<file path="config.mk">
export PLATFORM = sky130hd
export DESIGN_NAME = fhps_crc_cell
export DESIGN_NICKNAME = d
export VERILOG_FILES = /design/src/rtl/fhps_pkg.sv /design/src/rtl/fhps_crc_cell.sv
export SDC_FILE = /design/constraint.sdc
export NUM_CORES = 1
export LEC_CHECK = 0
export ABC_AREA = 0
export ABC_CLOCK_PERIOD_IN_PS = 4100
export BUFFER_PORTS_ARGS = -buffer_cell sky130_fd_sc_hd__buf_2
export CORE_AREA = 2 2 248 250
export DETAILED_ROUTE_END_ITERATION = 12
export DIE_AREA = 0 0 250 252
export PLACE_DENSITY_LB_ADDON = 0.15
export REMOVE_ABC_BUFFERS = 1
export SLEW_MARGIN = 0
export SYNTH_ARGS = -nofsm -noshare
export SYNTH_HDL_FRONTEND = slang
export SYNTH_SLANG_ARGS = --single-unit
</file>
<file path="constraint.sdc">
create_clock -name clk -period 4.1 [get_ports clk]
set_input_delay 0.41 -clock clk [delete_from_list [all_inputs] [get_ports clk]]
set_output_delay 0.41 -clock clk [all_outputs]
set_load 0.01 [all_outputs]
</file>
<file path="src/rtl/fhps_pkg.sv">
package fhps_pkg;

  localparam int HASH_W    = 32;
  localparam int MSG_BYTES = 36;
  localparam int MSG_W     = MSG_BYTES * 8;
  localparam int MOD_BITS  = 4;
  localparam int MOD_CELLS = HASH_W / MOD_BITS;
  localparam int PIPE_LAT  = MSG_BYTES + MOD_CELLS;

  localparam logic [31:0] CRC_POLY = 32'h82F6_3B78;

  localparam logic [1:0] L3_NONE = 2'd0;
  localparam logic [1:0] L3_IPV4 = 2'd1;
  localparam logic [1:0] L3_IPV6 = 2'd2;

  function automatic logic [HASH_W-1:0] crc_byte(input logic [HASH_W-1:0] crc,
                                                 input logic [7:0] b);
    logic [HASH_W-1:0] c;
    c = crc ^ {24'h000000, b};
    for (int i = 0; i < 8; i++) begin
      c = c[0] ? ((c >> 1) ^ CRC_POLY) : (c >> 1);
    end
    return c;
  endfunction

endpackage

</file>
<file path="src/rtl/fhps_crc_cell.sv">
module fhps_crc_cell (
  input  logic                        clk,
  input  logic                        rst,
  input  logic                        valid_in,
  input  logic [fhps_pkg::HASH_W-1:0] crc_in,
  input  logic [fhps_pkg::MSG_W-1:0]  msg_in,
  output logic                        valid_out,
  output logic [fhps_pkg::HASH_W-1:0] crc_out,
  output logic [fhps_pkg::MSG_W-1:0]  msg_out
);

  always_ff @(posedge clk) begin
    if (rst) begin
      valid_out <= 1'b0;
    end else begin
      valid_out <= valid_in;
    end
  end

  // fold in the leading byte, advance the rest
  always_ff @(posedge clk) begin
    crc_out <= fhps_pkg::crc_byte(crc_in, msg_in[fhps_pkg::MSG_W-1 -: 8]);
    msg_out <= {msg_in[fhps_pkg::MSG_W-9:0], 8'h00};
  end

endmodule

</file>
Word-level counts from Yosys, hierarchy flattened --
Cells that the tools add are included.
Operators by class: muxes and demuxes 8, bitwise operators 9
Operators by type and width (number):
- 32-bit 2-to-1 mux | 7
- 16-bit NOT with 17-bit output | 8
- 32-bit by 8-bit XOR with 32-bit output | 1
- 26-bit 2-to-1 mux | 1
Storage, ports and cells: bits in registers 313, output and inout port bits 321, logic and storage cells 21, input port bits 323

Longest topological paths before layout --
depth in word-level cells 17, gate-level depth with buffers 4, depth with buffers taken out 4

Worst setup path before layout --
OpenSTA, ideal clock, no wires.
path type input port to flip-flop, start in msg_in[280] (netlist name), end reg crc_out[15] (netlist name), stages on the path 4, arrival time 1.645 ns, path buffers 0, setup time 0.131 ns, setup slack 2.324 ns, required time 3.969 ns, cell sequence xnor2_4 -> xnor3_1 -> xnor2_2 -> xor3_1
On the way: cells in the longest elaborated chain, start to end 13
Ends and longest elaborated chain:
- start, declared | line fhps_crc_cell.sv:6 | input logic [fhps_pkg::MSG_W-1:0] msg_in,
- 32-bit by 8-bit XOR with 32-bit output (*) | line fhps_pkg.sv:19 | c = crc ^ {24'h000000, b};
- 32-bit 2-to-1 mux (*) | line fhps_pkg.sv:21 | c = c[0] ? ((c >> 1) ^ CRC_POLY) : (c >> 1);
- 16-bit NOT with 17-bit output (no line)
- 32-bit 2-to-1 mux (*) | line fhps_pkg.sv:21
- 16-bit NOT with 17-bit output (no line)
- 32-bit 2-to-1 mux (*) (2 in series) | line fhps_pkg.sv:21
- 16-bit NOT with 17-bit output (no line)
- 32-bit 2-to-1 mux (*) | line fhps_pkg.sv:21
- 16-bit NOT with 17-bit output (no line)
- 32-bit 2-to-1 mux (*) (2 in series) | line fhps_pkg.sv:21
- 26-bit 2-to-1 mux (*) | line fhps_pkg.sv:21
- end signal, assigned | line fhps_crc_cell.sv:22 | crc_out <= fhps_pkg::crc_byte(crc_in, msg_in[fhps_pkg::MSG_W-1 -: 8]);
- end, declared | line fhps_crc_cell.sv:8 | output logic [fhps_pkg::HASH_W-1:0] crc_out,
Mark *: on every way between the ends. The rest lies on a longest branch, timed or not. A chain may end at the register's enable or synchronous reset.

Worst setup path after layout --
start in msg_in[280] (netlist name), end reg crc_out[20] (netlist name)
On the way: cells in the longest elaborated chain, start to end 12
Ends and longest elaborated chain (line):
- 32-bit by 8-bit XOR with 32-bit output (*) | fhps_pkg.sv:19
- 32-bit 2-to-1 mux (*) (5 in series) | fhps_pkg.sv:21
- 16-bit NOT with 17-bit output (no line) or 32-bit 2-to-1 mux (tied branches)
- 32-bit 2-to-1 mux (*) | fhps_pkg.sv:21
- 16-bit NOT with 17-bit output (no line) or 32-bit 2-to-1 mux (tied branches)
- 32-bit 2-to-1 mux (*) | fhps_pkg.sv:21
- 16-bit NOT with 17-bit output (no line) or 32-bit 2-to-1 mux (tied branches)
- 26-bit 2-to-1 mux (*) | fhps_pkg.sv:21
Marks and branches as above.

==> qor.yml <==
drc: 0
overflow_after_grt: 0
post_cts_resize_count: 0
place.port_buffers: 635
worst_hold_path_type: "input port to register"
cts-root-to-sink-buffers: 3
totalPowerFinal_mw: 7.91
post_cts_setup_repair_bufs: 0
routed_wirelength_mm: 29.7
max_freq_mhz: 635
synth_sequential_area_ratio_pct: 85.3
pre_cts_ws_ns: 1.97
timing.critical_path.to_type: "register"
drv.max_cap_violation_count: 0
grt_pass1_vias: 7070
grt_start_max_net_pins: 14
critical_path_class: "input port to register"
synth_top_cells_by_count: "dfxtp_1, xnor2_1, xor2_1"
initial_utilization_pct: 12.2
crit_fanout: 6
detailroute.via_count: 6432
synth-warning-count: 0
endpoint_arrival_time_on_the_critical_path_ns: 1.98
grt_antenna_before_repair: 3
syn-instance-count: 405
run_status: "complete, no violations"
netlist.top_cell.by_area: "dfxtp_1"
power_density_nw_per_um2: 511
ys_top_cells_by_area: "dfxtp_1, xnor2_1, xnor2_4"
drt-vias-per-instance: 2.97
final_count_of_negative_setup_slack_endpoints: 0
stdcell_area_sq_um: 15500
yosys_cell_types: 13
placement.cell_area_sq_um: 11500
period_needed_ns: 1.57
drive_above_1_share_pct: 51.4
syn_area_sq_um: 7350
setup_ws_ns: 2.53
drt_pre_antenna_iters: 4
postSynthAreaPerCell_sq_um: 18.1
clock_sinks: 313
design.final.nets: 1680
final_core_utilization_pct: 25.7
postSynthRegisterBits: 313
chipHeight_um: 252
synth-edff-count: 0
cts_inserted_buffers: 37
synth_async_sr_flop_share_pct: 0
fillers: 6406
number_of_rows_in_the_core_area: 90
clk_pin_slew_worst_paths_ns: 0.06
multi_input_comb_area_sq_um: 1050
timing_hold_violations_final: 0
globalplace.congestion: 0.734
worst-slew-pin-transition_ns: 0.596
worst_ep_required_time_ns: 4.50
grt_setup_unrepaired: "false"
final.hold.worst_slack_ns: 0.0422
fin_tns_setup_ns: 0
final_antenna_net_count: 0
area_of_the_die_sq_um: 63000
layout.cells.non_filler: 2167
syn_to_final_growth_pct: 110
cellLeakagePower_nw: 7.29
detailedRoute.firstIterationViolations: 160
route.detailed.wl_per_inst_um: 13.7
dpl.hpwl_mm: 22.8
dp.cells: 1821
final_min_period_over_clock_period_pct: 38.4
regArea_sq_um: 6270
wire_length_of_the_first_global_routing_pass_mm: 42.0
cp-start-kind: "input port"
max-slew-margin-rel_pct: 60.0
io_pins: 644
tritoncts: "built"
cts-root-buf: "clkbuf_16"
htreeDepth: 2
worst_ir_drop_vdd_mv: 0.243
synthMostInstantiatedCell: "dfxtp_1"
core_region_area_sq_um: 60100
final_report_max_slew_violation_count: 0
yosysTopAreaCellShare_pct: 85.3
groute.usage.overall_pct: 8.87
cts_hold_fix_bufs: 279
chipWidth_um: 250
synthFlopType: "dfxtp_1"
## critical path: stages
cell and delay [ns]:
buf_2 0.13, xnor2_4 0.41, xnor3_1 0.57, xor2_1 0.21, xnor3_1 0.23
## report_power, final
part	internal [mW]	switching [mW]
logic	0.679	0.589
clock network	1.93	1.29
registers	3.34	0.0881
total	5.94	1.97
## flip-flops by register name, summed over array words and instances (netlist names)
signal     count
valid_out      1
crc_out       32
msg_out      280
## path summary, 6_finish.rpt
path                     from           end  slack [ns]  cells past startpoint
setup / recovery  msg_in[280]   crc_out[20]        2.53                      5
hold / removal    msg_in[109]  msg_out[117]        0.04                      1
## area by class of cell
| type | instances | share of cell area [%] |
|---|---|---|
| antenna | 2 | 0.0324 |
| clock buffer | 52 | 7.08 |
| clock inverter | 13 | 0.663 |
| inverter | 1 | 0.0243 |
| multi-input combinational | 90 | 6.76 |
| sequential | 313 | 40.5 |
| tap | 782 | 6.33 |
| timing repair buffer | 914 | 38.6 |
## cell usage in the layout (no fill, tap or decap), types with 6 or more instances in the layout
cell,count
buf_2,635
clkbuf_1,6
clkbuf_16,39
clkbuf_8,7
clkinv_2,8
conb_1,8
dfxtp_1,313
dlygate4sd3_1,279
xnor2_1,45
xnor2_2,6
xor2_1,14
## metal layers
metal	GRT usage, %	wire length [um]
met2	16.6	15900
met1	8.70	10400
met4	3.23	775
met5	0	13
met3	3.71	2680
## cells by family (layout without fill, tap and decap cells)
family	after synthesis	in the layout	share of synthesized area (%)
buffers and inverters	9	980	0.868
flip-flops	313	313	85.3
other	1	10	0.0510
AND/OR/NAND/NOR	1	1	0.0852
XOR/XNOR	81	81	13.7
No activity file was read; power rests on OpenSTA's default activity.
