## src/rtl/fhps_pkg.sv

```systemverilog
package fhps_pkg;

  localparam int HASH_W    = 32;
  localparam int MSG_BYTES = 36;
  localparam int MSG_W     = MSG_BYTES * 8;
  localparam int MOD_BITS  = 4;
  localparam int MOD_CELLS = HASH_W / MOD_BITS;
  localparam int PIPE_LAT  = MSG_BYTES + MOD_CELLS;

  localparam logic [31:0] CRC_POLY = 32'h82F6_3B78;

  localparam logic [1:0] L3_NONE = 2'd0;
  localparam logic [1:0] L3_IPV4 = 2'd1;
  localparam logic [1:0] L3_IPV6 = 2'd2;

  function automatic logic [HASH_W-1:0] crc_byte(input logic [HASH_W-1:0] crc,
                                                 input logic [7:0] b);
    logic [HASH_W-1:0] c;
    c = crc ^ {24'h000000, b};
    for (int i = 0; i < 8; i++) begin
      c = c[0] ? ((c >> 1) ^ CRC_POLY) : (c >> 1);
    end
    return c;
  endfunction

endpackage

```

## src/rtl/fhps_mod_cell.sv

```systemverilog
module fhps_mod_cell #(
  parameter int STEP  = 0,
  parameter int REM_W = 5
) (
  input  logic                        clk,
  input  logic                        rst,
  input  logic                        valid_in,
  input  logic [fhps_pkg::HASH_W-1:0] hash_in,
  input  logic [REM_W-1:0]            rem_in,
  input  logic [REM_W-1:0]            count,
  output logic                        valid_out,
  output logic [fhps_pkg::HASH_W-1:0] hash_out,
  output logic [REM_W-1:0]            rem_out
);

  localparam int TOP_BIT = fhps_pkg::HASH_W - 1 - STEP * fhps_pkg::MOD_BITS;

  logic [REM_W-1:0] rem_next;

  always_comb begin
    logic [REM_W:0] t;
    rem_next = rem_in;
    for (int i = 0; i < fhps_pkg::MOD_BITS; i++) begin
      t = {rem_next, hash_in[TOP_BIT - i]};
      if (t >= {1'b0, count}) begin
        t = t - {1'b0, count};
      end
      rem_next = t[REM_W-1:0];
    end
  end

  always_ff @(posedge clk) begin
    if (rst) begin
      valid_out <= 1'b0;
    end else begin
      valid_out <= valid_in;
    end
  end

  always_ff @(posedge clk) begin
    hash_out <= hash_in;
    rem_out  <= rem_next;
  end

endmodule

```

## config.mk

```make
export PLATFORM = sky130hd
export DESIGN_NAME = fhps_mod_cell
export DESIGN_NICKNAME = d
export VERILOG_FILES = /design/src/rtl/fhps_pkg.sv /design/src/rtl/fhps_mod_cell.sv
export SDC_FILE = /design/constraint.sdc
export NUM_CORES = 1
export LEC_CHECK = 0
export BUFFER_PORTS_ARGS = -buffer_cell sky130_fd_sc_hd__buf_2
export CAP_MARGIN = 20
export CORE_UTILIZATION = 50
export DETAILED_ROUTE_END_ITERATION = 6
export PLACE_DENSITY = 0.84
export SYNTH_ARGS = -nofsm -noshare
export SYNTH_HDL_FRONTEND = slang
export SYNTH_SLANG_ARGS = --single-unit
```

## constraint.sdc

```tcl
create_clock -name clk -period 14.5 [get_ports clk]
set_input_delay 2.9 -clock clk [delete_from_list [all_inputs] [get_ports clk]]
set_output_delay 2.9 -clock clk [all_outputs]
set_load 0.005 [all_outputs]
```

* Word-level counts from Yosys, hierarchy flattened
Index checks and enable logic that the tools add are counted.
** Storage, ports and cells
- Memories kept :: 0
- Bits in registers :: 38
- Bits in writable memories :: 0
- Word-level logic and storage cells :: 15
- Output and inout bits :: 38
- Latch bits :: 0
- Memory bits (read-only) :: 0
- Input bits :: 45
** Operators by class
- Multiplexer cells :: 4
- Equality and inequality tests :: 0
- Bitwise operators :: 0
- Multipliers :: 0
- $lt $le $gt $ge :: 4
- Add/sub/neg operators :: 4
- Reduce and logical (&&, ||, !) cells :: 0
- Div/mod/pow operators :: 0
- Shift operators :: 0
** Operators by type and width (number)
- $ge 6x5->1 :: 4
- $mux 5 :: 4
- $sub 5x5->5 :: 4

* Logic depth before layout (Yosys ltp)
Gate-level depths: netlist (run 1).
- Word-level depth :: 8
- Depth in mapped cells :: 32
- Mapped depth without buffers :: 31

* Least setup slack after synthesis (run 1)
No wires, ideal clock.
- Path kind :: in2reg
- Start point :: input port hash_in[31] in the netlist's numbering
- End point :: register rem_out[3]
- Data required time :: 14.378 ns
- Setup slack :: 5.568 ns
- Setup time :: 0.122 ns
- Path buffers :: 1
- Data arrival time :: 8.810 ns
- Cell stages on the path :: 29
- Cells stage by stage :: inv_1 -> ha_1 -> inv_1 -> fa_1 -> a21oi_1 -> or2_4 -> nand2_2 -> o21ai_0 -> inv_1 -> ha_1 -> a41oi_1 -> a21oi_1 -> a211oi_4 -> mux2_2 -> fa_1 -> nor2b_1 -> o21ai_0 -> a31oi_1 -> a211oi_1 -> mux2i_1 -> buf_6 -> a21oi_1 -> fa_1 -> a21o_1 -> a21oi_1 -> a31oi_1 -> nor2_1 -> mux2i_2 -> a221o_1
** On the way
- Longest elaborated chain between the ends :: 8
** Ends and longest elaborated chain
- start, declared :: RTL line fhps_mod_cell.sv:8 : input logic [fhps_pkg::HASH_W-1:0] hash_in,
- $sub 5x5->5 / $ge 6x5->1 (equally long branches) :: RTL line fhps_mod_cell.sv:26, fhps_mod_cell.sv:25
- $mux 5 (*) :: RTL line fhps_mod_cell.sv:25 : if (t >= {1'b0, count}) begin
- $sub 5x5->5 / $ge 6x5->1 (equally long branches) :: RTL line fhps_mod_cell.sv:26, fhps_mod_cell.sv:25
- $mux 5 (*) :: RTL line fhps_mod_cell.sv:25
- $sub 5x5->5 / $ge 6x5->1 (equally long branches) :: RTL line fhps_mod_cell.sv:26, fhps_mod_cell.sv:25
- $mux 5 (*) :: RTL line fhps_mod_cell.sv:25
- $sub 5x5->5 / $ge 6x5->1 (equally long branches) :: RTL line fhps_mod_cell.sv:26, fhps_mod_cell.sv:25
- $mux 5 (*) :: RTL line fhps_mod_cell.sv:25
- named net rem_next[3] :: RTL line fhps_mod_cell.sv:18 : logic [REM_W-1:0] rem_next;
- end signal, assigned :: RTL line fhps_mod_cell.sv:42 : rem_out <= rem_next;
- end, declared :: RTL line fhps_mod_cell.sv:13 : output logic [REM_W-1:0] rem_out
Mark *: on every way through the listed nets, which the timed path passes. The rest lies on a longest branch.
A chain may end at the register's enable or synchronous reset.

* Worst setup path in the final report (run 1)
Same ends and word-level chain as after synthesis.

==> flow_metrics.env, run 1 <==
export IMPL_die_width_um=62.5
export IMPL_finalCritPeriodShare_pct=69.5
export IMPL_place_congestion=0.897
export IMPL_synth_top_cell_by_area="dfxtp_1"
export IMPL_ant_nets=0
export IMPL_syn_to_final_growth_pct=31.0
export IMPL_rsz0062_at_grt="no"
export IMPL_synth_most_common_cell="dfxtp_1"
export IMPL_synth_net_count=240
export IMPL_dieArea_um2=3910
export IMPL_tightest_slew_ns=1.07
export IMPL_cp_max_fo=11
export IMPL_pin_count=83
export IMPL_worstHoldPathType="in2reg"
export IMPL_syn_area_um2=1830
export IMPL_synth_edf_count=0
export IMPL_vias_per_cell=5.09
export IMPL_timing_critical_path_mode_cell="a21oi_1"
export IMPL_yosysTopAreaCellShare_pct=41.5
export IMPL_clockBufferDepth=2
export IMPL_drive_gt1_share_pct=39.6
export IMPL_synthCells=171
export IMPL_port_buffers=82
export IMPL_synth_flop_cell="dfxtp_1"
export IMPL_antenna_found_initial=0
export IMPL_post_route_min_period_ns=10.08
export IMPL_dp_hpwl_um=3510
export IMPL_final_nets=328
export IMPL_crit_buf_inv=4
export IMPL_die_h_um=62.5
export IMPL_finalSetupViolations=0
export IMPL_coreArea_um2=3420
export IMPL_netlist_cell_type_count=39
export IMPL_root_buffer="clkbuf_4"
export IMPL_ys_seq_area_share_pct=41.5
export IMPL_synth_avg_cell_area_um2=10.7
export IMPL_synth_top_cells_by_area="dfxtp_1, ha_1, fa_1"
export IMPL_wl_per_cell_um=13.9
export IMPL_yosys_warnings=0
export IMPL_max_stage_delay_ns=0.85
export IMPL_hold_violations=0
export IMPL_status="finished clean"
export IMPL_first_iter_violations=43
export IMPL_grt_pass1_vias=1544
export IMPL_timing_fmax_mhz=99.2
export IMPL_hold_buffers=0
export IMPL_grt_max_degree=13
export IMPL_diodes=0
export IMPL_num_vias=1558
export IMPL_ir_drop_mv=0.0969
export IMPL_cp_required_ns=14.73
export IMPL_grt_pass1_wl_um=6960
export IMPL_start_util_pct=53.6
export IMPL_post_route_drc_count=0
export IMPL_cts_tree="yes"
export IMPL_cp_arrival_ns=10.31
export IMPL_synthTopCellsByCount="dfxtp_1, ha_1, inv_1"
export IMPL_cts_setup_buffers=0
export IMPL_path_class="in2reg"
export IMPL_synthArstFlopShare_pct=0
export IMPL_drv_cap=0
export IMPL_cts_resized=0
export IMPL_maxSlewHeadroom_pct=26.6
export IMPL_path_clk_slew_ns=0.11
export IMPL_drv_slew=0
export IMPL_p_leak_nw=1.24
export IMPL_end_kind="register"
export IMPL_slowest_stage="mux2i_1"
export IMPL_track_usage_pct=23.0
export IMPL_routed_wl_um=4250
export IMPL_fin_setup_tns_ns=0
export IMPL_htree_num_levels=2
export IMPL_grt_ovfl_total=0
export IMPL_power_density_nw_per_um2=183
export IMPL_placementRows=21
export IMPL_critPathLaunchType="primary input"
export IMPL_ys_ff_latch=38
export IMPL_critical_path_top_delay_family="compound AO/OA/AOI/OAI gates"
export IMPL_cts_sinks=38
export IMPL_cts_buffers_inserted=5
export IMPL_fin_util_pct=70.3
export IMPL_first_pass_iters=4
-- cell families (layout without fill, tap and decap cells) --
family / count (synthesis) / after routing / share of synthesized area, %
XOR/XNOR: 10 / 10 / 4.78
AND/OR/NAND/NOR: 32 / 32 / 10.1
multiplexers: 11 / 11 / 6.49
flip-flops: 38 / 38 / 41.5
AO/OA/AOI/OAI: 37 / 37 / 14.8
buffers and inverters: 19 / 108 / 4.30
adder cells (fa/ha/maj): 24 / 24 / 18.0
-- state kept, by name, indices dropped and copies added (netlist names) --
| register | count |
|---|---|
| valid_out | 1 |
| rem_out | 5 |
| hash_out | 32 |
-- per-stage QoR --
stage	worst slack, ns	area, µm²	total power, mW	hold slack [ns]	std cells
after floorplan	5.57	1830	0.300	2.93	171
after global placement	4.43	2290	0.344	3.00	298
after detailed placement	4.16	2290	0.348	3.00	298
after global routing	3.98	2400	0.470	2.63	306
final	4.42	2400	0.439	2.66	306
after CTS	4.53	2400	0.439	2.65	306
-- final cells by class --
| class | count | area (µm²) |
|---|---|---|
| Inverter | 18 | 67.6 |
| Multi-Input combinational cell | 114 | 992 |
| Fill cell | 267 | 1020 |
| Timing Repair Buffer | 82 | 410 |
| Tap cell | 46 | 57.6 |
| Clock buffer | 6 | 51.3 |
| Sequential cell | 38 | 761 |
| Clock inverter | 2 | 60.1 |
-- layout by cell type (no fill, tap or decap), drive strengths merged, types with 2 or more instances in the layout --
master / n
buf: 82
dfxtp: 38
ha: 20
inv: 18
nor2: 9
a21oi: 8
xnor2: 7
mux2i: 7
o21ai: 6
clkbuf: 6
a21o: 5
and3: 5
mux2: 4
fa: 4
nand2: 4
a211oi: 4
a31oi: 3
nor2b: 3
xor2: 3
or2: 3
a41oi: 2
a21boi: 2
a221o: 2
a221oi: 2
bufinv: 2
nor3: 2
-- power by group --
group          switching (mW)  internal [mW]
combinational           0.118          0.109
clock                  0.0330         0.0584
sequential            0.00271          0.119
-- per-layer routing --
layer | GRT usage [%] | wire [µm]
met5 | 0 | 0
met4 | 10.8 | 89
met3 | 4.20 | 273
met2 | 42.8 | 2140
met1 | 24.8 | 1750
-- final timing paths --
check	from	end	slack [ns]	cells past startpoint
max	hash_in[31]	rem_out[3]$_DFF_P_	4.42	29
min	hash_in[24]	hash_out[24]$_DFF_P_	2.66	1
Note: power is estimated with default switching activity, not from simulation.
==> run 2: changes to the inputs <==
CORE_UTILIZATION = 46   (was 50)
PLACE_DENSITY = 0.79   (was 0.84)
clock period = 9.3 ns   (was 14.5 ns; I/O delays follow)
==> flow_metrics.env, run 2 (synthesis results as in run 1) <==
export IMPL_fin_util_pct=63.4
export IMPL_rsz0062_at_grt="no"
export IMPL_diodes=0
export IMPL_hold_violations=0
export IMPL_antenna_found_initial=0
export IMPL_most_common_layout_cells="buf_2, dfxtp_1, ha_1"
export IMPL_fin_setup_tns_ns=0
export IMPL_mostFrequentLayoutCell="buf_2"
export IMPL_dp_hpwl_um=3560
export IMPL_post_dp_cell_area_um2=2300
export IMPL_ir_drop_mv=0.211
export IMPL_reg_largest_list="hash_out: 32 flops, rem_out: 5 flops, valid_out: 1 flops"
export IMPL_routed_wl_um=4320
export IMPL_hold_buffers=0
export IMPL_path_clk_slew_ns=0.06
export IMPL_grt_max_degree=12
export IMPL_critical_path_top_delay_family="compound AO/OA/AOI/OAI gates"
export IMPL_track_usage_pct=21.1
export IMPL_first_pass_iters=4
export IMPL_vias_per_cell=5.11
export IMPL_placementRows=22
export IMPL_post_route_drc_count=0
export IMPL_end_kind="register"
export IMPL_coreArea_um2=3740
export IMPL_min_to="hash_out[4]$_DFF_P_"
export IMPL_top_register="hash_out"
export IMPL_maxSlewHeadroom_pct=64.0
export IMPL_cts_setup_buffers=0
export IMPL_whs_ns=1.68
export IMPL_die_width_um=65.1
export IMPL_cp_arrival_ns=8.57
export IMPL_grt_pass1_wl_um=6820
export IMPL_pwr_share_seq_pct=29.3
export IMPL_cp_max_fo=11
export IMPL_timing_critical_path_mode_cell="a21oi_1"
export IMPL_min_from="hash_in[4]"
export IMPL_ant_nets=0
export IMPL_status="finished clean"
export IMPL_power_density_nw_per_um2=273
export IMPL_place_congestion=0.938
export IMPL_p_sw_mw=0.239
export IMPL_num_vias=1574
export IMPL_p_int_mw=0.409
export IMPL_slowest_stage="fa_1"
export IMPL_cts_buffers_inserted=5
export IMPL_power_frac_comb_pct=55.5
export IMPL_port_buffers=82
export IMPL_drv_slew=0
export IMPL_wl_per_cell_um=14.0
export IMPL_worstHoldPathType="in2reg"
export IMPL_cts_resized=0
export IMPL_swShare_pct=36.9
export IMPL_largest_reg_flops=32
export IMPL_final_nets=329
export IMPL_syn_to_final_growth_pct=29.6
export IMPL_clockBufferDepth=2
export IMPL_drive_gt1_share_pct=38.8
export IMPL_tightest_slew_ns=0.534
export IMPL_die_h_um=65.1
export IMPL_drv_cap=0
export IMPL_grt_pass1_vias=1506
export IMPL_post_route_min_period_ns=8.40
export IMPL_clkPwrFrac_pct=15.1
export IMPL_max_stage_delay_ns=0.49
export IMPL_first_iter_violations=60
export IMPL_critPathLaunchType="primary input"
export IMPL_grt_ovfl_total=0
export IMPL_design_area_um2=2370
export IMPL_start_util_pct=48.9
export IMPL_p_leak_nw=1.22
export IMPL_root_buffer="clkbuf_8"
export IMPL_cp_required_ns=9.46
export IMPL_finalSetupViolations=0
export IMPL_finalCritPeriodShare_pct=90.4
export IMPL_cts_tree="yes"
export IMPL_crit_buf_inv=4
export IMPL_pin_count=83
export IMPL_path_class="in2reg"
export IMPL_hold_depth=1
export IMPL_dieArea_um2=4240
export IMPL_timing_fmax_mhz=119
export IMPL_htree_num_levels=2
export IMPL_cts_sinks=38
[run 2: power by group through the flow]
stage          clock [mW]  combinational, mW  sequential (mW)
2_1_floorplan           0              0.271            0.196
3_3_place_gp            0              0.352            0.194
3_5_place_dp            0              0.357            0.194
4_1_cts             0.102              0.358            0.190
5_1_grt             0.111              0.397            0.192
6_report           0.0982              0.360            0.190
[run 2: layout make-up]
type,count,area (µm²)
inverter,18,67.6
tap,48,60.1
timing repair buffer,83,418
sequential,38,761
clock buffer,7,76.3
multi-input combinational,114,992
fill,312,1370
[run 2: worst max-delay path by stage]
stage / to / from / depth (start not counted) / slack, ns
floorplan: rem_out[3]$_DFF_P_ / hash_in[31] / 29 / 1.41
detailed placement: rem_out[3]$_DFF_P_ / count[1] / 29 / 0.70
global route: rem_out[3]$_DFF_P_ / count[1] / 29 / 0.30
global placement: rem_out[3]$_DFF_P_ / count[1] / 29 / 0.81
finish: rem_out[3]$_DFF_P_ / count[1] / 29 / 0.90
CTS: rem_out[3]$_DFF_P_ / count[1] / 29 / 0.97
[run 2: per-layer routing]
metal / routed length [µm] / track usage [%]
met1: 1830 / 24.7
met2: 2080 / 38.2
met3: 350 / 4.51
met4: 53 / 6.52
met5: 0 / 0
[run 2: metrics by stage]
stage / total power [mW] / setup slack (ns) / std cells
2_1_floorplan: 0.467 / 1.41 / 171
3_3_place_gp: 0.546 / 0.807 / 301
3_5_place_dp: 0.550 / 0.697 / 301
4_1_cts: 0.650 / 0.973 / 308
5_1_grt: 0.700 / 0.304 / 308
6_report: 0.649 / 0.897 / 308
